**config.mk**
```make
export PLATFORM = sky130hd
export DESIGN_NAME = i2c_master_register_access
export DESIGN_NICKNAME = d
export VERILOG_FILES = /design/src/sv/i2cm_pkg.sv /design/src/sv/i2cm_core.sv /design/src/sv/i2cm_obuf.sv /design/src/sv/i2c_master_register_access.sv
export VERILOG_INCLUDE_DIRS = /design/src /design/src/sv
export SDC_FILE = /design/constraint.sdc
export NUM_CORES = 1
export LEC_CHECK = 0
export BUFFER_PORTS_ARGS = -buffer_cell sky130_fd_sc_hd__buf_2
export CAP_MARGIN = 10
export CORE_UTILIZATION = 35
export DETAILED_ROUTE_END_ITERATION = 12
export SYNTH_ARGS = -nofsm -noshare
export SYNTH_HDL_FRONTEND = slang
export SYNTH_SLANG_ARGS = --single-unit
```
**constraint.sdc**
```tcl
create_clock -name i_clk -period 6 [get_ports i_clk]
set_input_delay 0.3 -clock i_clk [delete_from_list [all_inputs] [get_ports i_clk]]
set_output_delay 0.3 -clock i_clk [all_outputs]
set_load 0.01 [all_outputs]
```
**src/sv/i2c_master_register_access_assert.svh**
```systemverilog
// ----------------------------------------------------------------------------
// I2C master register access - assertion macros
// Shared concurrent assertion forms, clocked on i_clk, held off in reset.
// ----------------------------------------------------------------------------
`ifndef I2C_MASTER_REGISTER_ACCESS_ASSERT_SVH
`define I2C_MASTER_REGISTER_ACCESS_ASSERT_SVH

// Same-cycle implication.
`define I2CM_ASSERT_NOW(lbl, ante, cons, msg) \
    lbl: assert property (@(posedge i_clk) disable iff (!i_rst_n) \
        (ante) |-> (cons)) else $error(msg);

// Next-cycle implication.
`define I2CM_ASSERT_NEXT(lbl, ante, cons, msg) \
    lbl: assert property (@(posedge i_clk) disable iff (!i_rst_n) \
        (ante) |=> (cons)) else $error(msg);

`endif

```
**src/sv/i2cm_pkg.sv**
```systemverilog
// ----------------------------------------------------------------------------
// I2C master register access - package
// Bus phases, byte kinds, request codes and the item/result layouts.
// ----------------------------------------------------------------------------
package i2cm_pkg;

    typedef enum logic [4:0] {
        PH_IDLE = 5'd0,
        PH_PRE1 = 5'd1,
        PH_PRE2 = 5'd2,
        PH_STA  = 5'd3,
        PH_STB  = 5'd4,
        PH_TXH  = 5'd5,
        PH_TXL  = 5'd6,
        PH_ACKH = 5'd7,
        PH_ACKL = 5'd8,
        PH_LOAD = 5'd9,
        PH_RXH  = 5'd10,
        PH_RXL  = 5'd11,
        PH_MAH  = 5'd12,
        PH_MAL  = 5'd13,
        PH_SPP  = 5'd14,
        PH_SPA  = 5'd15,
        PH_SPB  = 5'd16
    } t_phase;

    typedef enum logic [1:0] {
        KIND_ADDR  = 2'd0,
        KIND_REG   = 2'd1,
        KIND_RADDR = 2'd2,
        KIND_DATA  = 2'd3
    } t_kind;

    localparam logic [1:0] CMD_TICK  = 2'd0;
    localparam logic [1:0] CMD_WRITE = 2'd1;
    localparam logic [1:0] CMD_READ  = 2'd2;

    localparam logic [15:0] HALF_PERIOD_RESET = 16'd250;
    localparam int unsigned ITEM_W   = 33;
    localparam int unsigned RESULT_W = 16;

    // Packed structs list the MSB first: dev_addr lands at bit 0.
    typedef struct packed {
        logic       sda_in;
        logic [7:0] wr_data;
        logic [7:0] byte_count;
        logic [7:0] reg_addr;
        logic [7:0] dev_addr;
    } t_item;

    // scl_out lands at bit 0.
    typedef struct packed {
        logic       status;
        logic       done_res;
        logic       busy_res;
        logic       rx_valid;
        logic [7:0] rx_data;
        logic       wr_data_req;
        logic       sda_drive;
        logic       sda_out;
        logic       scl_out;
    } t_result;

endpackage

```
**src/sv/i2cm_core.sv**
```systemverilog
// ----------------------------------------------------------------------------
// I2C master register access - bus sequencer
// Steps the bus sequencer once per accepted tick and forms its result.
// ----------------------------------------------------------------------------
`include "i2c_master_register_access_assert.svh"

module i2cm_core (
    input  logic             i_clk,
    input  logic             i_rst_n,
    input  logic             i_fire,
    input  logic [1:0]       i_cmd,
    input  i2cm_pkg::t_item  i_item,
    input  logic [15:0]      i_half_period,
    output i2cm_pkg::t_result o_result
);

    i2cm_pkg::t_phase r_phase, n_phase, e_phase;
    i2cm_pkg::t_kind  r_kind, n_kind;
    logic [15:0] r_half_timer, n_half_timer;
    logic [3:0]  r_bit_index, n_bit_index;
    logic [7:0]  r_bytes_left, n_bytes_left;
    logic [7:0]  r_shift, n_shift;
    logic [7:0]  r_dev, n_dev;
    logic [7:0]  r_reg, n_reg;
    logic        r_read_mode, n_read_mode;
    logic        r_nack, n_nack;
    logic        r_restart, n_restart;

    logic        w_start;
    logic [15:0] w_limit;
    logic [3:0]  w_bit_inc;
    logic        v_req, v_rxv, v_done, v_status;
    logic [7:0]  v_rxd;
    logic        v_scl, v_sda, v_drv;

    assign w_start = (r_phase == i2cm_pkg::PH_IDLE) &&
                     (i_cmd == i2cm_pkg::CMD_WRITE || i_cmd == i2cm_pkg::CMD_READ);
    assign e_phase = w_start ? i2cm_pkg::PH_PRE1 : r_phase;
    assign w_limit = (i_half_period == 16'd0) ? 16'd1 : i_half_period;
    assign w_bit_inc = r_bit_index + 4'd1;

    // Next state and per-tick events
    always_comb begin
        n_phase      = r_phase;
        n_kind       = r_kind;
        n_half_timer = r_half_timer;
        n_bit_index  = r_bit_index;
        n_bytes_left = r_bytes_left;
        n_shift      = r_shift;
        n_dev        = r_dev;
        n_reg        = r_reg;
        n_read_mode  = r_read_mode;
        n_nack       = r_nack;
        n_restart    = r_restart;
        v_req        = 1'b0;
        v_rxv        = 1'b0;
        v_rxd        = 8'd0;
        v_done       = 1'b0;
        v_status     = 1'b0;

        if (w_start) begin
            n_dev        = i_item.dev_addr;
            n_reg        = i_item.reg_addr;
            n_bytes_left = i_item.byte_count;
            n_read_mode  = (i_cmd == i2cm_pkg::CMD_READ);
            n_nack       = 1'b0;
            n_restart    = 1'b0;
            n_kind       = i2cm_pkg::KIND_ADDR;
            n_bit_index  = 4'd0;
            n_shift      = 8'd0;
            n_half_timer = 16'd0;
            n_phase      = i2cm_pkg::PH_PRE1;
        end

        if (e_phase == i2cm_pkg::PH_LOAD) begin
            // one-tick load of the next write byte
            n_shift      = i_item.wr_data;
            n_bytes_left = r_bytes_left - 8'd1;
            n_kind       = i2cm_pkg::KIND_DATA;
            n_bit_index  = 4'd0;
            n_half_timer = 16'd0;
            n_phase      = i2cm_pkg::PH_TXH;
        end else if (e_phase != i2cm_pkg::PH_IDLE) begin
            n_half_timer = n_half_timer + 16'd1;
            if (n_half_timer >= w_limit) begin
                n_half_timer = 16'd0;
                unique case (e_phase)
                    i2cm_pkg::PH_PRE1: n_phase = i2cm_pkg::PH_PRE2;
                    i2cm_pkg::PH_PRE2: n_phase = i2cm_pkg::PH_STA;
                    i2cm_pkg::PH_STA:  n_phase = i2cm_pkg::PH_STB;
                    i2cm_pkg::PH_STB: begin
                        n_shift     = (r_kind == i2cm_pkg::KIND_RADDR) ?
                                      (r_dev | 8'h01) : r_dev;
                        n_bit_index = 4'd0;
                        n_phase     = i2cm_pkg::PH_TXH;
                    end
                    i2cm_pkg::PH_TXH:  n_phase = i2cm_pkg::PH_TXL;
                    i2cm_pkg::PH_TXL: begin
                        n_bit_index = w_bit_inc;
                        n_phase     = (w_bit_inc >= 4'd8) ? i2cm_pkg::PH_ACKH :
                                                            i2cm_pkg::PH_TXH;
                    end
                    i2cm_pkg::PH_ACKH: begin
                        n_nack  = i_item.sda_in;
                        n_phase = i2cm_pkg::PH_ACKL;
                    end
                    i2cm_pkg::PH_ACKL: begin
                        if (r_nack) begin
                            n_phase = i2cm_pkg::PH_SPP;
                        end else if (r_kind == i2cm_pkg::KIND_ADDR) begin
                            n_kind      = i2cm_pkg::KIND_REG;
                            n_shift     = r_reg;
                            n_bit_index = 4'd0;
                            n_phase     = i2cm_pkg::PH_TXH;
                        end else if (r_kind == i2cm_pkg::KIND_REG && r_read_mode) begin
                            n_restart = 1'b1;
                            n_phase   = i2cm_pkg::PH_SPP;
                        end else if (r_kind == i2cm_pkg::KIND_RADDR) begin
                            if (r_bytes_left != 8'd0) begin
                                n_bit_index = 4'd0;
                                n_shift     = 8'd0;
                                n_phase     = i2cm_pkg::PH_RXH;
                            end else begin
                                n_phase = i2cm_pkg::PH_SPP;
                            end
                        end else if (r_bytes_left != 8'd0) begin
                            v_req   = 1'b1;
                            n_phase = i2cm_pkg::PH_LOAD;
                        end else begin
                            n_phase = i2cm_pkg::PH_SPP;
                        end
                    end
                    i2cm_pkg::PH_RXH: begin
                        n_shift = {r_shift[6:0], i_item.sda_in};
                        n_phase = i2cm_pkg::PH_RXL;
                    end
                    i2cm_pkg::PH_RXL: begin
                        n_bit_index = w_bit_inc;
                        if (w_bit_inc >= 4'd8) begin
                            v_rxv        = 1'b1;
                            v_rxd        = r_shift;
                            n_bytes_left = r_bytes_left - 8'd1;
                            n_phase      = i2cm_pkg::PH_MAH;
                        end else begin
                            n_phase = i2cm_pkg::PH_RXH;
                        end
                    end
                    i2cm_pkg::PH_MAH:  n_phase = i2cm_pkg::PH_MAL;
                    i2cm_pkg::PH_MAL: begin
                        if (r_bytes_left != 8'd0) begin
                            n_bit_index = 4'd0;
                            n_shift     = 8'd0;
                            n_phase     = i2cm_pkg::PH_RXH;
                        end else begin
                            n_phase = i2cm_pkg::PH_SPP;
                        end
                    end
                    i2cm_pkg::PH_SPP:  n_phase = i2cm_pkg::PH_SPA;
                    i2cm_pkg::PH_SPA:  n_phase = i2cm_pkg::PH_SPB;
                    default: begin
                        if (r_restart && !r_nack) begin
                            n_restart = 1'b0;
                            n_kind    = i2cm_pkg::KIND_RADDR;
                            n_phase   = i2cm_pkg::PH_STA;
                        end else begin
                            v_done    = 1'b1;
                            v_status  = r_nack;
                            n_restart = 1'b0;
                            n_phase   = i2cm_pkg::PH_IDLE;
                        end
                    end
                endcase
            end
        end
    end

    // Bus levels of the current phase
    always_comb begin
        v_scl = 1'b1;
        v_sda = 1'b1;
        v_drv = 1'b1;
        unique case (e_phase)
            i2cm_pkg::PH_STA: begin
                v_sda = 1'b0;
            end
            i2cm_pkg::PH_STB, i2cm_pkg::PH_ACKL, i2cm_pkg::PH_LOAD,
            i2cm_pkg::PH_SPP: begin
                v_scl = 1'b0;
                v_sda = 1'b0;
            end
            i2cm_pkg::PH_TXH, i2cm_pkg::PH_TXL: begin
                v_scl = (e_phase == i2cm_pkg::PH_TXH);
                v_sda = r_shift[~r_bit_index[2:0]];
            end
            i2cm_pkg::PH_ACKH, i2cm_pkg::PH_RXH: begin
                v_sda = 1'b0;
                v_drv = 1'b0;
            end
            i2cm_pkg::PH_RXL: begin
                v_scl = 1'b0;
                v_sda = 1'b0;
                v_drv = 1'b0;
            end
            i2cm_pkg::PH_MAH, i2cm_pkg::PH_MAL: begin
                v_scl = (e_phase == i2cm_pkg::PH_MAH);
                v_sda = (r_bytes_left == 8'd0);
            end
            i2cm_pkg::PH_SPA: begin
                v_sda = 1'b0;
            end
            default: begin
                v_scl = 1'b1;
            end
        endcase

        o_result.scl_out     = v_scl;
        o_result.sda_out     = v_sda & v_drv;
        o_result.sda_drive   = v_drv;
        o_result.wr_data_req = v_req;
        o_result.rx_data     = v_rxd;
        o_result.rx_valid    = v_rxv;
        o_result.busy_res    = (e_phase != i2cm_pkg::PH_IDLE);
        o_result.done_res    = v_done;
        o_result.status      = v_status;
    end

    always_ff @(posedge i_clk) begin
        if (!i_rst_n) begin
            r_phase      <= i2cm_pkg::PH_IDLE;
            r_kind       <= i2cm_pkg::KIND_ADDR;
            r_half_timer <= 16'd0;
            r_bit_index  <= 4'd0;
            r_bytes_left <= 8'd0;
            r_read_mode  <= 1'b0;
            r_nack       <= 1'b0;
            r_restart    <= 1'b0;
        end else if (i_fire) begin
            r_phase      <= n_phase;
            r_kind       <= n_kind;
            r_half_timer <= n_half_timer;
            r_bit_index  <= n_bit_index;
            r_bytes_left <= n_bytes_left;
            r_read_mode  <= n_read_mode;
            r_nack       <= n_nack;
            r_restart    <= n_restart;
        end
    end

    // Byte and address holding registers, loaded at start before first use
    always_ff @(posedge i_clk) begin
        if (i_fire) begin
            r_shift <= n_shift;
            r_dev   <= n_dev;
            r_reg   <= n_reg;
        end
    end

    `I2CM_ASSERT_NEXT(a_req_then_load, i_fire && o_result.wr_data_req, r_phase == i2cm_pkg::PH_LOAD, "write data request not followed by load")
    `I2CM_ASSERT_NEXT(a_done_then_idle, i_fire && o_result.done_res, r_phase == i2cm_pkg::PH_IDLE, "done without return to idle")
    `I2CM_ASSERT_NOW(a_bit_range, 1'b1, r_bit_index <= 4'd8, "bit index beyond one byte")
    `I2CM_ASSERT_NOW(a_done_busy, o_result.done_res || o_result.rx_valid, o_result.busy_res, "event reported outside a transfer")

endmodule

```
**src/sv/i2cm_obuf.sv**
```systemverilog
// ----------------------------------------------------------------------------
// I2C master register access - result register
// Holds one result item until the receiver takes it.
// ----------------------------------------------------------------------------
module i2cm_obuf (
    input  logic              i_clk,
    input  logic              i_rst_n,
    input  logic              i_valid,
    output logic              o_ready,
    input  i2cm_pkg::t_result i_data,
    output logic              o_valid,
    input  logic              i_ready,
    output i2cm_pkg::t_result o_data
);

    logic              r_valid;
    i2cm_pkg::t_result r_data;

    // Take a new item when empty or when the held one leaves this cycle.
    assign o_ready = !r_valid || i_ready;

    always_ff @(posedge i_clk) begin
        if (!i_rst_n) begin
            r_valid <= 1'b0;
        end else if (o_ready) begin
            r_valid <= i_valid;
        end
    end

    always_ff @(posedge i_clk) begin
        if (o_ready && i_valid) begin
            r_data <= i_data;
        end
    end

    assign o_valid = r_valid;
    assign o_data  = r_data;

endmodule

```
**src/sv/i2c_master_register_access.sv**
```systemverilog
// ----------------------------------------------------------------------------
// I2C master register access - top level
// Tick-driven I2C master for register writes and register reads.
// ----------------------------------------------------------------------------
// Usage:
//   Every item on the s_axis channel is one system tick. tuser carries the
//   request (plain tick, start register write, start register read); tdata
//   carries the device address, register address, byte count, the next
//   write byte and the sampled SDA level. Each accepted item yields exactly
//   one result item on m_axis: SCL/SDA levels, SDA drive enable, write data
//   request, received byte and transfer status.
//   Each result is registered in the output register; throughput is one item
//   per cycle while m_axis takes results. The phase sequencer updates
//   all its state in a single pass per item, and the output register lets a
//   new item enter while the previous result is still being taken.
//   When m_axis stalls, s_axis_tready drops once the output register is full
//   and the bus state holds until the result drains.
//   The half period register (cfg channel, reset 250 ticks) paces the bus;
//   write it only while no transfer is running.
//   Reset returns the sequencer to idle with the bus released high and
//   empties the output register.
// ----------------------------------------------------------------------------
module i2c_master_register_access (
    input  logic        i_clk,
    input  logic        i_rst_n,
    // request channel
    input  logic        s_axis_tvalid,
    output logic        s_axis_tready,
    // tdata: dev_addr[7:0], reg_addr[15:8], byte_count[23:16], wr_data[31:24],
    //        sda_in[32], zero fill[39:33]
    input  logic [39:0] s_axis_tdata,
    // tuser: cmd[1:0]
    input  logic [1:0]  s_axis_tuser,
    // result channel
    output logic        m_axis_tvalid,
    input  logic        m_axis_tready,
    // tdata: scl_out[0], sda_out[1], sda_drive[2], wr_data_req[3],
    //        rx_data[11:4], rx_valid[12], busy_res[13], done_res[14], status[15]
    output logic [15:0] m_axis_tdata,
    // half period register write
    input  logic        i_cfg_valid,
    output logic        o_cfg_ready,
    input  logic [15:0] i_cfg_data
);

    logic              w_fire;
    i2cm_pkg::t_item   w_item;
    i2cm_pkg::t_result w_result;
    i2cm_pkg::t_result w_out;
    logic [15:0]       r_half_period;

    // Config is always accepted; software must write it only between transfers, a rule the block leaves to the user.
    assign o_cfg_ready = 1'b1;

    always_ff @(posedge i_clk) begin
        if (!i_rst_n) begin
            r_half_period <= i2cm_pkg::HALF_PERIOD_RESET;
        end else if (i_cfg_valid) begin
            r_half_period <= i_cfg_data;
        end
    end

    // Drop the zero fill bits of the request
    assign w_item = i2cm_pkg::t_item'(s_axis_tdata[i2cm_pkg::ITEM_W-1:0]);
    assign w_fire = s_axis_tvalid && s_axis_tready;

    i2cm_core u_core (
        .i_clk         (i_clk),
        .i_rst_n       (i_rst_n),
        .i_fire        (w_fire),
        .i_cmd         (s_axis_tuser),
        .i_item        (w_item),
        .i_half_period (r_half_period),
        .o_result      (w_result)
    );

    i2cm_obuf u_obuf (
        .i_clk   (i_clk),
        .i_rst_n (i_rst_n),
        .i_valid (s_axis_tvalid),
        .o_ready (s_axis_tready),
        .i_data  (w_result),
        .o_valid (m_axis_tvalid),
        .i_ready (m_axis_tready),
        .o_data  (w_out)
    );

    assign m_axis_tdata = w_out;

endmodule

```
==> flow_summary.toml, run 1 <==
[status]
status = "finished, final reports clean"

[synthesis]
synth_fp_nets = 717
synthFlopType = "dfxtp_1"
synthArstFlopShare = 0
ys_ff_latch = 95
synth_cell_types = 69
synth_edf_count = 40
yosysSeqAreaShare = 0.416
ys_warn_count = 0
syn-instance-count = 633
synthesis.area_um2 = 5530
syn_avg_cell_area_um2 = 8.74

[placement]
pre_cts_slack_ns = 1.12
portBuffers = 73
routabilityCongestion = 0.882
dp_hpwl_mm = 10.8

[critical_path]
critPathMaxFanout = 18
critical_path_buf_inv_count = 1
cp-end-kind = "register"
cpPeakStageDelay_ns = 0.61
worstSetupPathType = "reg2reg"
cp.required_ns = 6.29
worstPathArrival_ns = 5.14
crit_family = "simple AND/OR/NAND/NOR gates"
crit_chain = "or4_4, or3_1, and2_1, ha_1, and3_1, nand3_1, nor3_2, nand4_1, xor2_1, nor2_1, ha_1, nand4_1, nor2_1, nand4_1, o21ai_1, buf_4, nand2_1, or3_1, a21oi_1"
slowest_stage = "or4_4"
path_common_cell = "nand4_1"
start_kind = "register"

[timing]
period_share = 0.808
setup_viol = 0
whs_ns = 0.113
relSlewSlack = 0.256
fin_crit_ns = 4.85
slew_viol_final = 0
finalSetupTns_ns = 0
fmax_ghz = 0.206
fin_skew_ns = 0.00674
grt_setup_unrepaired = "no"
hold_violations = 0
setup_slack_ns = 1.15
worst_slew_pin_slew_ns = 1.11

[cts]
cts-root-buf = "clkbuf_16"
post_cts_buffers = 0
htree_levels = 3
insertion_delay_ns = 0.36
cts.reportedPaths.clkPinSlew_ns = 0.07
holdBufCountCts = 0
cts.repair.resized = 0
cts_max_path_buffers = 2
clock-sinks = 95
tritoncts = "done"
cts_buffers = 9

[finish]
seq_area_um2 = 2300
nNetsFinal = 776
multi_input_area_um2 = 2900
area_growth_pct = 16.1
diodes = 0
num-fill-cells = 1512
post-route-util = 0.419
drive_gt1_frac = 0.175

[floorplan]
die_y_um = 128
io_pins = 82
rows = 45
dieWidth_um = 128
core_um2 = 15300
initial_core_util = 0.361
dieArea_um2 = 16300

[global_route]
grt.busiest_layer = "met2"
overflow = 0
gr-usage-met2 = 0.301
gr-usage-met3 = 0.0359
grt_pass1_wl_mm = 24.8
grt_antenna_before_repair = 0
grt_use_total = 0.195
grt_start_max_net_pins = 34
grt_pass1_vias = 4733
grtUsageMet1 = 0.271

[pwr]
power.leakage_nw = 2.45
p_per_area_nw_per_um2 = 243
irDropWorstVdd_mv = 0.137
p_total_mw = 1.56

[flow_run]
maxCapViolations = 0

[drt]
drcViolationCount = 0
drt.antenna.violating_nets = 0
drt-pass1-iter-count = 5
routed_wl_mm = 15.5
wl_per_cell_um = 17.1
via_count = 5116
via_per_inst = 5.63
first_iter_violations = 472

[min_path]
hold_path_class = "in2reg"
Yosys cell counts, drive strengths merged (4+ instances only):
library cell | instances | area, um^2
a211oi | 4 | 30.0
a21oi | 54 | 270
a221oi | 6 | 52.6
a22oi | 9 | 67.6
a31oi | 5 | 31.3
and2 | 4 | 25.0
and3 | 8 | 50.1
buf | 17 | 100
clkbuf | 24 | 90.1
dfxtp | 55 | 1100
edfxtp | 40 | 1200
ha | 21 | 263
inv | 38 | 143
mux2i | 11 | 110
nand2 | 47 | 176
nand2b | 5 | 31.3
nand3 | 30 | 150
nand4 | 9 | 71.3
nor2 | 61 | 231
nor2b | 5 | 31.3
nor3 | 25 | 141
nor4 | 7 | 43.8
o211ai | 9 | 67.6
o21a | 13 | 97.6
o21ai | 39 | 195
o221ai | 7 | 61.3
o31ai | 5 | 42.5
or2 | 4 | 25.0
or3 | 6 | 37.5
or4 | 7 | 56.3
xnor2 | 12 | 113
xor2 | 7 | 61.3
metal layers:
metal	wire, um	share of wire	up-vias
li1	-	-	2443
met4	274	0.018	0
met1	7200	0.46	2460
met5	0	0	-
met3	1020	0.066	22
met2	7000	0.45	191
final timing paths:
path                                                      end                            from  slack (ns)  cells past startpoint
worst min register to register  u_core.r_restart$_SDFFE_PN0P_   u_core.r_restart$_SDFFE_PN0P_        0.48                      2
worst min-delay path                u_core.r_reg[7]$_DFFE_PP_                s_axis_tdata[15]        0.11                      1
worst max register to register  u_core.r_restart$_SDFFE_PN0P_  u_core.r_phase[4]$_SDFFE_PN0P_        1.15                     19
worst max-delay path            u_core.r_restart$_SDFFE_PN0P_  u_core.r_phase[4]$_SDFFE_PN0P_        1.15                     19
worst reg2reg max path, delay by kind of cell, from the launching register on:
family                     cells  cell delay (ns)
and+or+nand+nor               13             2.99
DFF                            1             0.32
xor gates and xnor gates       1             0.15
adders and majority gates      2             0.51
AOI/OAI and AO/OA              2             0.50
buffers and inverters          1             0.32
stage by stage:
step / cell area, um^2 / std cells
CTS: 6420 / 908
finish: 6420 / 908
floorplan: 5530 / 633
global route: 6420 / 908
detailed placement: 6090 / 892
global placement: 6090 / 892
cells by family (layout without fill, tap and decap cells):
group                      after synthesis  count (layout)  synth area share
muxes                                   13              13            0.0280
xor gates and xnor gates                19              19            0.0314
and+or+nand+nor                        227             227             0.209
DFF                                     95              95             0.416
buffers and inverters                   80             144            0.0608
other                                    1               1          0.000678
adders and majority gates               21              21            0.0475
AOI/OAI and AO/OA                      177             177             0.206
layout by cell type (no fill, tap or decap), types with 5 or more instances in the layout:
| cell type | netlist | final |
|---|---|---|
| buf_2 | 8 | 73 |
| nor2_1 | 60 | 60 |
| dfxtp_1 | 55 | 55 |
| a21oi_1 | 54 | 54 |
| nand2_1 | 47 | 47 |
| edfxtp_1 | 40 | 40 |
| inv_1 | 36 | 36 |
| nand3_1 | 30 | 30 |
| o21ai_0 | 30 | 30 |
| nor3_1 | 23 | 23 |
| ha_1 | 21 | 21 |
| buf_4 | 1 | 16 |
| o21a_1 | 13 | 13 |
| xnor2_1 | 11 | 11 |
| mux2i_1 | 11 | 11 |
| o211ai_1 | 9 | 9 |
| a22oi_1 | 9 | 9 |
| o21ai_1 | 9 | 9 |
| clkbuf_16 | 0 | 9 |
| and3_1 | 8 | 8 |
| nand4_1 | 8 | 8 |
| xor2_1 | 7 | 7 |
| nor4_1 | 7 | 7 |
| o221ai_1 | 7 | 7 |
| or3_1 | 6 | 6 |
| a221oi_1 | 6 | 6 |
| or4_1 | 6 | 6 |
| nand2b_1 | 5 | 5 |
| nor2b_1 | 5 | 5 |
| a31oi_1 | 5 | 5 |
power breakdown:
| group | switching (mW) | leakage, nW | internal [mW] |
|---|---|---|---|
| sequential | 0.0162 | 0.825 | 0.705 |
| clock | 0.272 | 0.154 | 0.370 |
| combinational | 0.126 | 1.47 | 0.0743 |
| total | 0.413 | 2.45 | 1.15 |
final cells by class:
type / count / share of cell area
clock buffers: 9 / 0.0351
well taps: 211 / 0.0411
repair buffers: 89 / 0.0756
multi-input cells: 458 / 0.451
flip-flops and latches: 95 / 0.358
inverters: 39 / 0.0228
clock inverters: 7 / 0.0162
No activity file was read; power rests on OpenSTA's default activity.
==> run 2: changes to the inputs <==
--- a/config.mk
+++ b/config.mk
@@ -6,6 +6,7 @@
 export SDC_FILE = /design/constraint.sdc
 export NUM_CORES = 1
 export LEC_CHECK = 0
+export ABC_AREA = 1
 export BUFFER_PORTS_ARGS = -buffer_cell sky130_fd_sc_hd__buf_2
 export CAP_MARGIN = 10
 export CORE_UTILIZATION = 35
==> constraint.sdc (replaced) <==
create_clock -name i_clk -period 4.5 [get_ports i_clk]
set_input_delay 0.225 -clock i_clk [delete_from_list [all_inputs] [get_ports i_clk]]
set_output_delay 0.225 -clock i_clk [all_outputs]
set_load 0.01 [all_outputs]
==> run 2 against run 1 <==
Effect of this change: clock power grew 19%; fmax up 23%; count of clock-buffer cells in the layout up 1; area after synthesis increased by 13%; highest routed layer unchanged; combinational power rose to 3.9 times the previous value; non-clock buffer count unchanged; global-route usage shrank 0.55 points; synthesized cell count rose by 48%.
==> flow_summary.toml, run 2 <==
[critical_path]
start_kind = "register"
crit_chain = "nor2_4, nand3_4, buf_4, nand2_1, inv_1, nand2_1, nor2_1, and2_1, nand3_1, nand2_1, inv_1, ha_1, nand2_1, inv_1, nand3_1, nor2_1, nand2_1, nand3_2, buf_4, nand3_1, buf_4, nor2_1"
cp.required_ns = 4.71
setup.worst_path.start = "u_core.r_phase[0]$_SDFFE_PN0P_"
path_common_cell = "nand2_1"
cpPeakStageDelay_ns = 0.57
r2r_start = "u_core.r_phase[0]$_SDFFE_PN0P_"
cp-end-kind = "register"
rr_endpoint = "u_obuf.o_data[4]$_SDFFCE_PP0P_"
r2r_cells = 22
critPathMaxFanout = 13
worstSetupPathType = "reg2reg"
r2r_slack_ns = 0.55
worstPathArrival_ns = 4.16
slowest_stage = "dfxtp_1"

[synthesis]
syn-instance-count = 940
synth_top_area_cell = "edfxtp_1"
synth_edf_count = 40
synth_top_area_frac = 0.191
synthArstFlopShare = 0
ys_warn_count = 0
yosysSeqAreaShare = 0.367
ys_ff_latch = 95
synth_cell_types = 39
yosysMostFrequentCell = "nand2_1"
synthFlopType = "dfxtp_1"
synth_fp_nets = 1024
syn_avg_cell_area_um2 = 6.68
synthesis.area_um2 = 6280
yosys-top-cells-count = "292 x nand2_1, 119 x inv_1, 89 x a21oi_1"
yosys-top-cells-area = "edfxtp_1 19%, dfxtp_1 18%, nand2_1 17%, inv_1 7.1%, a21oi_1 7.1%"

[drt]
drcViolationCount = 0
first_iter_violations = 510
via_per_inst = 4.94
wl_per_cell_um = 13.6
via_count = 6085
drt.antenna.violating_nets = 0
drt-pass1-iter-count = 8
routed_wl_mm = 16.8

[global_route]
grt_use_total = 0.190
grt_pass1_wl_mm = 27.5
grt_start_max_net_pins = 41
grt_antenna_before_repair = 0
overflow = 0
grt_pass1_vias = 5460

[floorplan]
core_um2 = 17400
io_pins = 82
dieWidth_um = 136
dieArea_um2 = 18500
initial_core_util = 0.361
die_y_um = 136
rows = 48

[timing]
fin_skew_ns = 0.00854
hold_violations = 0
whs_ns = 0.0439
fin_crit_ns = 3.95
finalSetupTns_ns = 0
setup_viol = 0
period_share = 0.877
relSlewSlack = 0.427
grt_setup_unrepaired = "no"
fmax_ghz = 0.253
slew_viol_final = 0
worst_slew_pin_slew_ns = 0.858

[min_path]
hold_end = "u_core.r_dev[7]$_DFFE_PP_"
min_from = "s_axis_tdata[7]"
min_delay_path_depth = 1
hold_path_class = "in2reg"

[cts]
holdBufCountCts = 0
post_cts_buffers = 0
insertion_delay_ns = 0.36
tritoncts = "done"
cts-root-buf = "clkbuf_16"
htree_levels = 3
cts_max_path_buffers = 2
cts.reportedPaths.clkPinSlew_ns = 0.07
cts.repair.resized = 0
clock-sinks = 95
cts_buffers = 9

[finish]
drive_gt1_frac = 0.133
diodes = 0
area_growth_pct = 14.0
stdcell_count = 1233
final_common_cell = "nand2_1"
final_cell_mix = "292 x nand2_1, 118 x inv_1, 89 x a21oi_1"
nNetsFinal = 1088

[flow_run]
maxCapViolations = 0

[pwr]
p_total_mw = 2.59
irDropWorstVdd_mv = 0.207
power.leakage_nw = 3.52
p_per_area_nw_per_um2 = 362

[placement]
dp_hpwl_mm = 12.2
portBuffers = 73
routabilityCongestion = 0.887
place_inst = 1218

[status]
status = "finished, final reports clean"
-- run 2: cell types whose count changed in the layout (fill, tap and decap cells not counted), moves of 11 or more --
| cell | before | now |
|---|---|---|
| a21oi_1 | 54 | 89 |
| inv_1 | 36 | 118 |
| mux2i_1 | 11 | 0 |
| nand2_1 | 47 | 292 |
| nand3_1 | 30 | 74 |
| nand4_1 | 8 | 24 |
| nor2_1 | 60 | 73 |
| nor3_1 | 23 | 4 |
| xnor2_1 | 11 | 0 |
-- run 2: cells by family (layout without fill, tap and decap cells) --
family	count (synthesis)	count (layout)	share of synthesized area
compound gates	146	146	0.123
xor+xnor	10	10	0.0139
fa+ha+maj	21	21	0.0418
buf+inv	164	232	0.105
flops	95	95	0.367
other cells	1	1	0.000597
simple gates	503	503	0.349
-- run 2: cell type report --
| type | instances | area, um^2 |
|---|---|---|
| Tap cell | 225 | 282 |
| Clock buffer | 10 | 229 |
| Fill cell | 1881 | 10300 |
| Multi-Input combinational cell | 681 | 3320 |
| Timing Repair Buffer | 89 | 485 |
| Clock inverter | 5 | 58.8 |
| Inverter | 128 | 480 |
| Sequential cell | 95 | 2300 |
-- run 2: through the flow --
step           area (um^2)   util  setup slack [ns]
6_report              7160  0.411             0.551
5_1_grt               7160  0.411             0.115
4_1_cts               7160  0.411             0.556
3_5_place_dp          6870  0.394             0.390
3_3_place_gp          6870  0.394             0.432
2_1_floorplan         6280      -             0.498
-- run 2: per-layer routing --
layer  part of all wire  global-route usage
met5                  0                   0
met4              0.020              0.0735
met3              0.045              0.0250
met2               0.45               0.295
met1               0.49               0.266
-- run 2: worst max-delay path by stage --
| stage | endpoint | depth (start not counted) |
|---|---|---|
| floorplan | u_core.r_shift[0]$_DFFE_PP_ | 29 |
| global placement | u_obuf.o_data[4]$_SDFFCE_PP0P_ | 25 |
| detailed placement | u_obuf.o_data[4]$_SDFFCE_PP0P_ | 25 |
| CTS | u_obuf.o_data[4]$_SDFFCE_PP0P_ | 22 |
| global route | u_core.r_bytes_left[7]$_SDFFE_PN0P_ | 24 |
| finish | u_obuf.o_data[4]$_SDFFCE_PP0P_ | 22 |
-- run 2: power breakdown --
part           switching, mW  total (mW)  internal (mW)
sequential            0.0633        1.05          0.987
clock                  0.336       0.765          0.429
combinational          0.506       0.774          0.268
total                  0.905        2.59           1.68
-- run 2: critical path, delay by kind of cell, from the launching register on --
kind,cells,cell delay (ns)
flops,1,0.57
buf+inv,6,0.96
fa+ha+maj,1,0.29
simple gates,15,2.00
